<file path="src/hds_pkg.sv">
package hds_pkg;

    // largest grid side the line store holds
    localparam int MAX_SIDE = 64;

    // one input beat: a cell temperature and its jitter factor
    typedef struct packed {
        logic signed [15:0] cell_temp;
        logic        [7:0]  jitter;
    } t_in_item;

    // one result beat
    typedef struct packed {
        logic signed [15:0] new_temp;
        logic        [5:0]  out_row;
        logic        [5:0]  out_col;
        logic               last;
    } t_out_item;

    // configuration register indexes
    typedef enum logic [1:0] {
        CFG_GRID_SIDE    = 2'd0,
        CFG_PAD_VALUE    = 2'd1,
        CFG_AIR_TEMP     = 2'd2,
        CFG_AIR_TRANSFER = 2'd3
    } t_cfg_idx;

    // divider operand width and the two constant divisors
    localparam int DIV_W     = 42;
    localparam int MEAN_DIV  = 9;
    localparam int SCALE_DIV = 3276800;
    localparam int SUM_W     = 20;

    // neighbor scan: 0 means -1, 1 means 0, 2 means +1
    localparam logic [1:0] OFS_M1 = 2'd0;
    localparam logic [1:0] OFS_Z  = 2'd1;
    localparam logic [1:0] OFS_P1 = 2'd2;

    // controller to datapath
    typedef struct packed {
        logic       load_in;
        logic       rd;
        logic [3:0] k;
        logic [1:0] sel;
        logic       div_start;
        logic       div_sel;
        logic       lat_mean;
        logic       mul1;
        logic       mul2;
        logic       lat_res;
        logic       load_out;
    } t_cmd;

    // datapath to controller
    typedef struct packed {
        logic [3:0] flags;
        logic       div_done;
        logic       out_free;
    } t_stat;

    // row offset of scan step k
    function automatic logic [1:0] nb_row(input logic [3:0] k);
        logic [1:0] v;
        case (k)
            4'd0, 4'd1, 4'd2: v = OFS_M1;
            4'd3, 4'd4, 4'd5: v = OFS_Z;
            default:          v = OFS_P1;
        endcase
        return v;
    endfunction

    // column offset of scan step k
    function automatic logic [1:0] nb_col(input logic [3:0] k);
        logic [1:0] v;
        case (k)
            4'd0, 4'd3, 4'd6: v = OFS_M1;
            4'd1, 4'd4, 4'd7: v = OFS_Z;
            default:          v = OFS_P1;
        endcase
        return v;
    endfunction

endpackage

</file>
<file path="src/hds_ctrl.sv">
module hds_ctrl (
    input  logic           i_clk,
    input  logic           i_rst_n,
    input  logic           i_in_valid,
    output logic           o_in_stall,
    input  hds_pkg::t_stat i_stat,
    output hds_pkg::t_cmd  o_cmd
);
    import hds_pkg::*;

    typedef enum logic [9:0] {
        S_IDLE = 10'b0000000001,
        S_RD   = 10'b0000000010,
        S_ACC  = 10'b0000000100,
        S_DS1  = 10'b0000001000,
        S_DW1  = 10'b0000010000,
        S_MUL1 = 10'b0000100000,
        S_MUL2 = 10'b0001000000,
        S_DS2  = 10'b0010000000,
        S_DW2  = 10'b0100000000,
        S_LOAD = 10'b1000000000
    } t_state;

    t_state     r_state, n_state;
    logic [3:0] r_pend, n_pend;
    logic [1:0] r_sel, n_sel;
    logic [3:0] r_k, n_k;
    logic [3:0] rest;

    // lowest pending emit goes first
    function automatic logic [1:0] first_set(input logic [3:0] m);
        logic [1:0] v;
        if (m[0])      v = 2'd0;
        else if (m[1]) v = 2'd1;
        else if (m[2]) v = 2'd2;
        else           v = 2'd3;
        return v;
    endfunction

    assign rest = r_pend & ~(4'b0001 << r_sel);

    always_comb begin
        n_state = r_state;
        n_pend  = r_pend;
        n_sel   = r_sel;
        n_k     = r_k;
        o_cmd   = '0;
        o_cmd.k   = r_k;
        o_cmd.sel = r_sel;
        unique case (r_state)
            S_IDLE: begin
                if (i_in_valid) begin
                    o_cmd.load_in = 1'b1;
                    n_pend = i_stat.flags;
                    if (i_stat.flags != 4'd0) begin
                        n_sel   = first_set(i_stat.flags);
                        n_k     = 4'd0;
                        n_state = S_RD;
                    end
                end
            end
            S_RD: begin
                o_cmd.rd = 1'b1;
                if (r_k == 4'd8)
                    n_state = S_ACC;
                else
                    n_k = r_k + 4'd1;
            end
            S_ACC: n_state = S_DS1;
            S_DS1: begin
                o_cmd.div_start = 1'b1;
                n_state = S_DW1;
            end
            S_DW1: begin
                if (i_stat.div_done) begin
                    o_cmd.lat_mean = 1'b1;
                    n_state = S_MUL1;
                end
            end
            S_MUL1: begin
                o_cmd.mul1 = 1'b1;
                n_state = S_MUL2;
            end
            S_MUL2: begin
                o_cmd.mul2 = 1'b1;
                n_state = S_DS2;
            end
            S_DS2: begin
                o_cmd.div_start = 1'b1;
                o_cmd.div_sel   = 1'b1;
                n_state = S_DW2;
            end
            S_DW2: begin
                o_cmd.div_sel = 1'b1;
                if (i_stat.div_done) begin
                    o_cmd.lat_res = 1'b1;
                    n_state = S_LOAD;
                end
            end
            S_LOAD: begin
                if (i_stat.out_free) begin
                    o_cmd.load_out = 1'b1;
                    n_pend = rest;
                    if (rest != 4'd0) begin
                        n_sel   = first_set(rest);
                        n_k     = 4'd0;
                        n_state = S_RD;
                    end else begin
                        n_state = S_IDLE;
                    end
                end
            end
            default: n_state = S_IDLE;
        endcase
    end

    always_ff @(posedge i_clk) begin
        if (!i_rst_n) begin
            r_state <= S_IDLE;
            r_pend  <= '0;
            r_sel   <= '0;
            r_k     <= '0;
        end else begin
            r_state <= n_state;
            r_pend  <= n_pend;
            r_sel   <= n_sel;
            r_k     <= n_k;
        end
    end

    assign o_in_stall = (r_state != S_IDLE);

endmodule

</file>
<file path="config.mk">
export PLATFORM = sky130hd
export DESIGN_NAME = hds_ctrl
export DESIGN_NICKNAME = d
export VERILOG_FILES = /design/src/hds_pkg.sv /design/src/hds_ctrl.sv
export SDC_FILE = /design/constraint.sdc
export NUM_CORES = 1
export LEC_CHECK = 0
export BUFFER_PORTS_ARGS = -buffer_cell sky130_fd_sc_hd__buf_2
export CAP_MARGIN = 20
export CORE_MARGIN = 4
export CORE_UTILIZATION = 40
export DETAILED_ROUTE_END_ITERATION = 16
export PLACE_DENSITY = 0.6
export SLEW_MARGIN = 20
export SYNTH_ARGS = -nofsm -noshare
export SYNTH_HDL_FRONTEND = slang
export SYNTH_SLANG_ARGS = --single-unit
</file>
<file path="constraint.sdc">
create_clock -name i_clk -period 1.8 [get_ports i_clk]
set_input_delay 0.36 -clock i_clk [delete_from_list [all_inputs] [get_ports i_clk]]
set_output_delay 0.36 -clock i_clk [all_outputs]
set_load 0.01 [all_outputs]
</file>
* Yosys cells after proc, flatten, opt, wreduce, memory -nomap -nowiden *
Cells that the tools add are included.

storage, ports and cells
  memories kept = 0
  RAM bits = 0
  ROM bits = 0
  flip-flop bits (word level) = 20
  logic and storage cells = 78
  bits in latches = 0
  bits of input ports = 9

operators by class
  div/mod/pow operators = 0
  add/sub/neg operators = 1
  magnitude comparators = 0
  multipliers = 0
  reduce and logical (&&, ||, !) cells = 10
  mux-type cells = 40
  shift-type cells = 1
  eq/ne operators = 20
  bitwise operators = 2

operator list
  operator                                                          number
  10-bit case mux with 10 select lines                              1
  10-bit 2-to-1 mux                                                 6
  4-bit 2-to-1 mux                                                  7
  2-bit 2-to-1 mux                                                  9
  2-bit != test, second input constant                              8
  1-bit 2-to-1 mux                                                  14
  4-bit case mux with 3 select lines                                1
  6-bit AND reduction                                               2
  10-bit by 1-bit == test with 1-bit output, second input constant  1
  10-bit == test, second input constant                             1
  10-bit by 2-bit == test with 1-bit output, second input constant  1
  10-bit by 3-bit == test with 1-bit output, second input constant  1
  10-bit by 4-bit == test with 1-bit output, second input constant  1
  10-bit by 5-bit == test with 1-bit output, second input constant  1
  10-bit by 6-bit == test with 1-bit output, second input constant  1
  10-bit by 7-bit == test with 1-bit output, second input constant  1
  10-bit by 8-bit == test with 1-bit output, second input constant  1
  10-bit by 9-bit == test with 1-bit output, second input constant  1
  10-bit by 1-bit != test with 1-bit output, second input constant  1
  4-bit case mux with 2 select lines                                1
  4-bit nonzero test                                                2
  5-bit AND reduction                                               1
  4-bit by 1-bit adder with 4-bit output, second input constant     1
  4-bit bitwise AND                                                 1
  8 further kinds                                                   9

* Longest topological paths before layout *
Gate-level depths: netlist of run 1.

  depth in word-level cells = 9
  gate-level depth with buffers = 7

* Worst setup path after synthesis of run 1 *
Ideal clock, no wire load.

  path type = register to output
  start point = reg r_state[6]
  end point = out o_cmd[6] (netlist name)
  arrival time = 1.497 ns
  required time = 1.440 ns
  path buffers = 0
  slack = -0.057 ns
  stages on the path, launching flop included = 5
  cell sequence = dfxtp_1 nor4_4 nand3_1 or3b_2 nand2_1

RTL lines
  what                    RTL line         RTL
  start, declared         hds_ctrl.sv:24   t_state r_state, n_state;
  start signal, assigned  hds_ctrl.sv:124  r_state <= n_state;
  end, declared           hds_ctrl.sv:7    output hds_pkg::t_cmd o_cmd

==> run_results.csv, run 1 <==
group,metric,value,unit
clock_network,cts_sinks,20,
worst_setup_path,critPathRequiredTime,1440,ps
worst_setup_path,cp-startpoint,"r_state[8]",
route,routed_wire_length_per_instance,16.0,um
min_path,min_path_type,"input pin to flip-flop",
clock_network,cts_tree,"done",
clock_network,clock_tree.buffer_depth,2,
synthesis,synth_area_leaders,"dfxtp_1, nand2_1, a21oi_1",
floorplan,io_pins,25,
outcome,violations,"setup timing",
floorplan,die_h,64.6,um
sta,layout_setup_ws,-359,ps
synthesis,synth-simple-area-share,32.1,%
floorplan,die-area,0.00418,mm2
synthesis,async_flop_share,0,%
job,drv_cap,0,
worst_setup_path,worst-endpoint-arrival,1800,ps
synthesis,synth_top_area_share,31.2,%
sta,final.period_utilization,120,%
synthesis,yosysWarnings,0,
cells_and_area,n_fill_cell,255,
synthesis,ys_types,50,
synthesis,synth_flop_cell,"dfxtp_1",
clock_network,cts-root-buf,"clkbuf_4",
synthesis,synth_top_family_by_area,"simple AND/OR/NAND/NOR gates",
worst_setup_path,crit_type,"flip-flop to output port",
route,dr_total_vias,1497,
cells_and_area,area_growth,62.0,%
route,antenna_left,0,
sta,fin_skew,2.29,ps
global_route,grt_pass1_wl,7.16,mm
place,gp_congestion,0.891,
synthesis,synth_area,0.00128,mm2
clock_network,htree_levels,1,
synthesis,muxShareOfSynthArea,3.12,%
synthesis,yosysSeqAreaShare,31.2,%
synthesis,synth-xor-area-share,2.05,%
synthesis,synth_compound_area_share,24.3,%
global_route,grt_overflow,0,
min_path,hold_start,"i_stat[5]",
floorplan,die_w,64.6,um
sta,fin_crit,2160,ps
route,first_iter_violations,49,
cells_and_area,drive_above_1_share,54.2,%
cells_and_area,final_cells,271,
cells_and_area,final_cell_mix,"buf_4, buf_2, nand2_1, dfxtp_1, nor2_1",
sta,setup_viol,26,
clock_network,cts_hold_buf,0,
global_route,grt_max_degree,15,
global_route,gr-usage-all-layers,21.6,%
route,viasPerCell,5.52,
cells_and_area,seqCellArea,417,um2
power_and_ir_drop,p_per_area,863,mW/mm2
cells_and_area,multi_input_area,981,um2
sta,slew_headroom,65.6,%
sta,hold_violations,0,
place,preCtsSetupSlack,-196,ps
global_route,antenna_found_initial,0,
floorplan,start_util,42.0,%
global_route,grt_pass1_vias,1546,
floorplan,core_area,0.00305,mm2
worst_setup_path,critPathLaunchType,"flip-flop",
synthesis,syn_nets,165,
sta,slew_viol_final,0,
cells_and_area,antenna_cells,0,
place,placed_area,0.00167,mm2
synthesis,syn_inst,154,
synthesis,synth_edf_count,0,
synthesis,yosys.area_share.adder,1.95,%
place,dp.cells,247,
place,io_buffers,24,
power_and_ir_drop,p_leak,0.907,nW
cells_and_area,nNetsFinal,239,
sta,timing.hold.ws,246,ps
clock_network,cts_made_buffers,3,
sta,fmax,463,MHz
clock_network,clkSlewWorstSetupHoldPaths,120,ps
place,dp.final_hpwl,2.86,mm
sta,tightest_slew,509,ps
worst_setup_path,path_max_fanout,4,
synthesis,synth.avg_cell_area,8.33,um2
worst_setup_path,cp-end-kind,"output port",
route,first_pass_iters,4,
floorplan,fp-row-count,20,
outcome,status,"complete, but fails checks",
route,route.detailed.drc,0,
synthesis,synth-seq-cells,20,
cells_and_area,final_area,0.00208,mm2
worst_setup_path,r2r_start,"r_state[8]",
sta,grt_setup_unrepaired,"true",
cells_and_area,final_common_cell,"buf_4",
route,drt-total-wl,4.33,mm
synthesis,synth_top_area_cell,"dfxtp_1",
clock_network,clk_latency,320,ps
cells_and_area,final_core_util,68.1,%
power_and_ir_drop,ir_drop,0.662,mV
==> final cells by class <==
class	count	share of cell area, %
multi-input combinational	119	47.2
timing repair buffer	76	26.8
sequential	20	20.0
tap	44	2.65
clock buffer	4	1.75
inverter	8	1.57
==> path summary, 6_finish.rpt <==
path           endpoint  slack (ps)  cells after the start
max            o_cmd[6]        -360                      5
min           r_pend[3]         250                      3
max reg2reg  r_state[8]        -170                      9
min reg2reg      r_k[3]         500                      1
==> cell usage after synthesis (2+ instances only) <==
cell and count:
dfxtp_1 20, nand2_1 18, nor2_1 11, a21oi_1 9, o21ai_0 9, inv_1 6, nand3_1 6, nor4b_1 5
mux2i_1 4, nor3_1 4, o2111ai_1 4, buf_2 3, nand2b_1 3, nand4_1 3, nor3b_1 3, xor2_1 3
a32o_1 2, and2_1 2, and3_1 2, buf_4 2, ha_1 2, nand4b_1 2, nor4_4 2, o21a_1 2
o311ai_0 2
==> flip-flops by register name, indices dropped and copies added, names as in the netlist <==
| name | cells |
|---|---|
| r_state | 10 |
| r_k | 4 |
| r_pend | 4 |
| r_sel | 2 |
==> repair_timing <==
action / 4_1_cts / 5_1_grt
setup endpoints to repair: 21 / 27
gates resized for setup: 39 / 18
pin swaps: 14 / 10
buffers inserted: 16 / 5
==> through the flow <==
| stage | power, mW | setup TNS (ps) |
|---|---|---|
| after floorplan | 0.922 | 0 |
| after global placement | 1.17 | -452 |
| after detailed placement | 1.18 | -812 |
| after CTS | 1.67 | -1940 |
| after global routing | 1.90 | -6130 |
| final | 1.79 | -4060 |
==> critical path, cell delays in order (launching register included) <==
cell and delay, ps:
dfxtp_4 380, nor4_4 370, nand3_2 140, or3b_4 400, nand2_2 80, buf_6 100
==> per-layer routing <==
layer  global-route usage (%)  wire length [um]  part of all wire, %  up-vias
li1                         -                 -                    -      719
met1                     23.9              1680                   39      714
met2                     40.1              2340                   54       50
met3                     5.03               194                  4.5       14
met4                     7.39               114                  2.6        0
met5                        0                 0                    0        -
==> cells by family (layout without fill, tap and decap cells) <==
family / count (synthesis) / after routing
xor+xnor: 3 / 3
fa+ha+maj: 2 / 2
buf+inv: 15 / 88
mux: 4 / 4
compound gates: 41 / 41
flops: 20 / 20
simple gates: 69 / 69
==> power breakdown <==
| group | switching [mW] | internal (mW) |
|---|---|---|
| registers | 0.0710 | 0.488 |
| logic | 0.447 | 0.507 |
| clock network | 0.156 | 0.124 |
| total | 0.674 | 1.12 |
No activity file was read; power rests on OpenSTA's default activity.
==> run 2: changes to the inputs <==
--- a/config.mk
+++ b/config.mk
@@ -5,11 +5,13 @@
 export SDC_FILE = /design/constraint.sdc
 export NUM_CORES = 1
 export LEC_CHECK = 0
+export ABC_AREA = 1
 export BUFFER_PORTS_ARGS = -buffer_cell sky130_fd_sc_hd__buf_2
 export CAP_MARGIN = 20
 export CORE_MARGIN = 4
 export CORE_UTILIZATION = 40
 export DETAILED_ROUTE_END_ITERATION = 16
+export HOLD_SLACK_MARGIN = 0.02
 export PLACE_DENSITY = 0.6
 export SLEW_MARGIN = 20
 export SYNTH_ARGS = -nofsm -noshare
==> run 2 against run 1 <==
The run now ends clean. Core utilization down 14 points. Setup slack better by 360 ps. Critical endpoint is now o_cmd[5]. Area after synthesis up 9.7%. Critical path depth up 1. Clock-buffer cell count down 1. Largest power group unchanged.
==> run_results.csv, run 2 <==
group,metric,value,unit
outcome,status,"completed",
global_route,grt_pass1_vias,1421,
synthesis,synth.avg_cell_area,6.17,um2
worst_setup_path,worst-endpoint-arrival,1430,ps
route,first_pass_iters,4,
clock_network,cts_made_buffers,3,
synthesis,yosysSeqAreaShare,28.5,%
power_and_ir_drop,p_per_area,1410,mW/mm2
global_route,grt_util_met2,32.5,%
place,placed_area,0.00158,mm2
cells_and_area,final_cells,316,
sta,slew_viol_final,0,
route,routed_wire_length_per_instance,11.9,um
cells_and_area,drive_above_1_share,35.2,%
synthesis,async_flop_share,0,%
floorplan,die_w,67.3,um
global_route,top_usage_layer,"met2",
route,drt-total-wl,3.77,mm
sta,fin_skew,4.68,ps
floorplan,start_util,41.8,%
cells_and_area,final_common_cell,"nand2_1",
floorplan,fp-row-count,21,
clock_network,clock_tree.buffer_depth,2,
cells_and_area,final_area,0.00183,mm2
synthesis,syn_inst,228,
worst_setup_path,cp-end-kind,"output port",
worst_setup_path,critPathLaunchType,"flip-flop",
synthesis,synth_edf_count,0,
cells_and_area,seqCellArea,415,um2
sta,final.period_utilization,99.7,%
sta,layout_setup_ws,5.02,ps
cells_and_area,regMostFlops,"r_state",
worst_setup_path,crit_chain,"nor2_4 > nand2_2 > inv_2 > nand4_1 > nand2_1 > buf_2",
sta,fmax,557,MHz
global_route,grt_pass1_wl,6.20,mm
floorplan,core_area,0.00336,mm2
worst_setup_path,slowest_delay,350,ps
clock_network,cts-root-buf,"clkbuf_4",
worst_setup_path,crit_family,"simple AND/OR/NAND/NOR gates",
power_and_ir_drop,p_total,2.57,mW
sta,tightest_slew,269,ps
synthesis,synth_top_area_share,28.5,%
cells_and_area,multi_input_area,898,um2
clock_network,cts_tree,"done",
global_route,grt_max_degree,17,
route,viasPerCell,4.76,
sta,slew_headroom,81.9,%
place,gp_congestion,0.832,
power_and_ir_drop,p_leak,1.03,nW
sta,grt_setup_unrepaired,"true",
global_route,grtUsageMet1,21.2,%
cells_and_area,antenna_cells,0,
synthesis,synth_flop_cell,"dfxtp_1",
clock_network,cts_sinks,20,
synthesis,syn_nets,239,
cells_and_area,final_cell_mix,"nand2_1, inv_1, nor2_1, buf_2, buf_4",
clock_network,cts_hold_buf,0,
clock_network,htree_levels,1,
synthesis,ys_types,23,
global_route,grt_overflow,0,
clock_network,clkSlewWorstSetupHoldPaths,110,ps
sta,timing.hold.ws,329,ps
worst_setup_path,crit_type,"flip-flop to output port",
synthesis,synth_area,0.00141,mm2
synthesis,synth_area_leaders,"dfxtp_1, inv_1, nand2_1",
global_route,globalRouteMet3Util,4.16,%
floorplan,io_pins,25,
sta,fin_crit,1790,ps
worst_setup_path,path_max_fanout,4,
cells_and_area,top_regs,"r_state (10), r_k (4), r_pend (4)",
synthesis,synth-seq-cells,20,
worst_setup_path,critPathRequiredTime,1440,ps
cells_and_area,n_fill_cell,361,
place,dp.final_hpwl,2.80,mm
sta,setup_viol,0,
power_and_ir_drop,ir_drop,0.765,mV
synthesis,synth_top_area_cell,"dfxtp_1",
sta,hold_violations,0,
synthesis,yosysWarnings,0,
floorplan,die_h,67.3,um
global_route,antenna_found_initial,0,
cells_and_area,largest_register_ffs,10,
route,antenna_left,0,
cells_and_area,area_growth,29.8,%
route,first_iter_violations,79,
global_route,gr-usage-all-layers,17.8,%
place,io_buffers,24,
job,drv_cap,0,
min_path,min_path_type,"input pin to flip-flop",
place,dp.cells,298,
place,preCtsSetupSlack,179,ps
clock_network,clk_latency,300,ps
worst_setup_path,slowest_stage,"dfxtp_2",
cells_and_area,nNetsFinal,283,
synthesis,synthTopCellsByCount,"inv_1, nand2_1, nor2_1",
route,dr_total_vias,1505,
worst_setup_path,crit_buf_inv,2,
route,route.detailed.drc,0,
floorplan,die-area,0.00453,mm2
-- run 2: cell types whose count changed in the layout (fill, tap and decap cells not counted), sizes merged, moves of 5 or more --
cell,previous run,this run
nand4,3,10
nand3,6,22
nand2,18,51
inv,7,49
nor2,11,43
buf,76,41
nor4b,5,0
-- run 2: logic make-up (layout without fill, tap and decap cells) --
kind of cell	Yosys count	after routing	synth area share, %
compound gates	23	23	8.36
flops	20	20	28.5
buf+inv	51	93	14.1
simple gates	131	131	46.6
fa+ha+maj	2	2	1.78
xor+xnor	1	1	0.623
-- run 2: per-stage QoR --
step                      util, %  TNS, ps
after global routing         54.3     -400
after floorplan                 -        0
after detailed placement     47.1        0
after global placement       47.1        0
after CTS                    50.5    -4.30
final                        54.3        0
-- run 2: what timing repair did --
action / CTS / global route
setup endpoints to repair: 7 / 24
buffers inserted: 9 / 7
pin swaps: 5 / 9
gates resized for setup: 12 / 26
-- run 2: path summary, 6_finish.rpt --
kind	from	cells past startpoint	slack [ps]	end
min reg2reg	r_pend[3]	2	450	r_pend[3]
max reg2reg	r_state[5]	11	100	r_state[0]
max	r_state[3]	6	5	o_cmd[5]
min	i_rst_n	3	330	r_state[8]
-- run 2: final cells by class --
cell class	instances	share of cell area (%)
well taps	46	3.15
repair buffers	41	13.6
inverters	49	10.1
clock buffers	3	1.23
multi-input cells	157	49.2
flip-flops and latches	20	22.8
-- run 2: metal layers --
metal | up-vias | part of all wire, %
met5 | - | 0
met4 | 0 | 0.56
met3 | 4 | 3.4
met2 | 27 | 50
met1 | 677 | 46
li1 | 797 | -
-- run 2: power breakdown --
part           internal [mW]  switching, mW
combinational          0.646           1.05
sequential             0.566         0.0942
clock                 0.0781          0.136
total                   1.29           1.28
-- run 2: tightest hold or removal path, cell delays in order --
cell	delay [ps]
buf_2	150
nand2_1	70
nor2_1	30
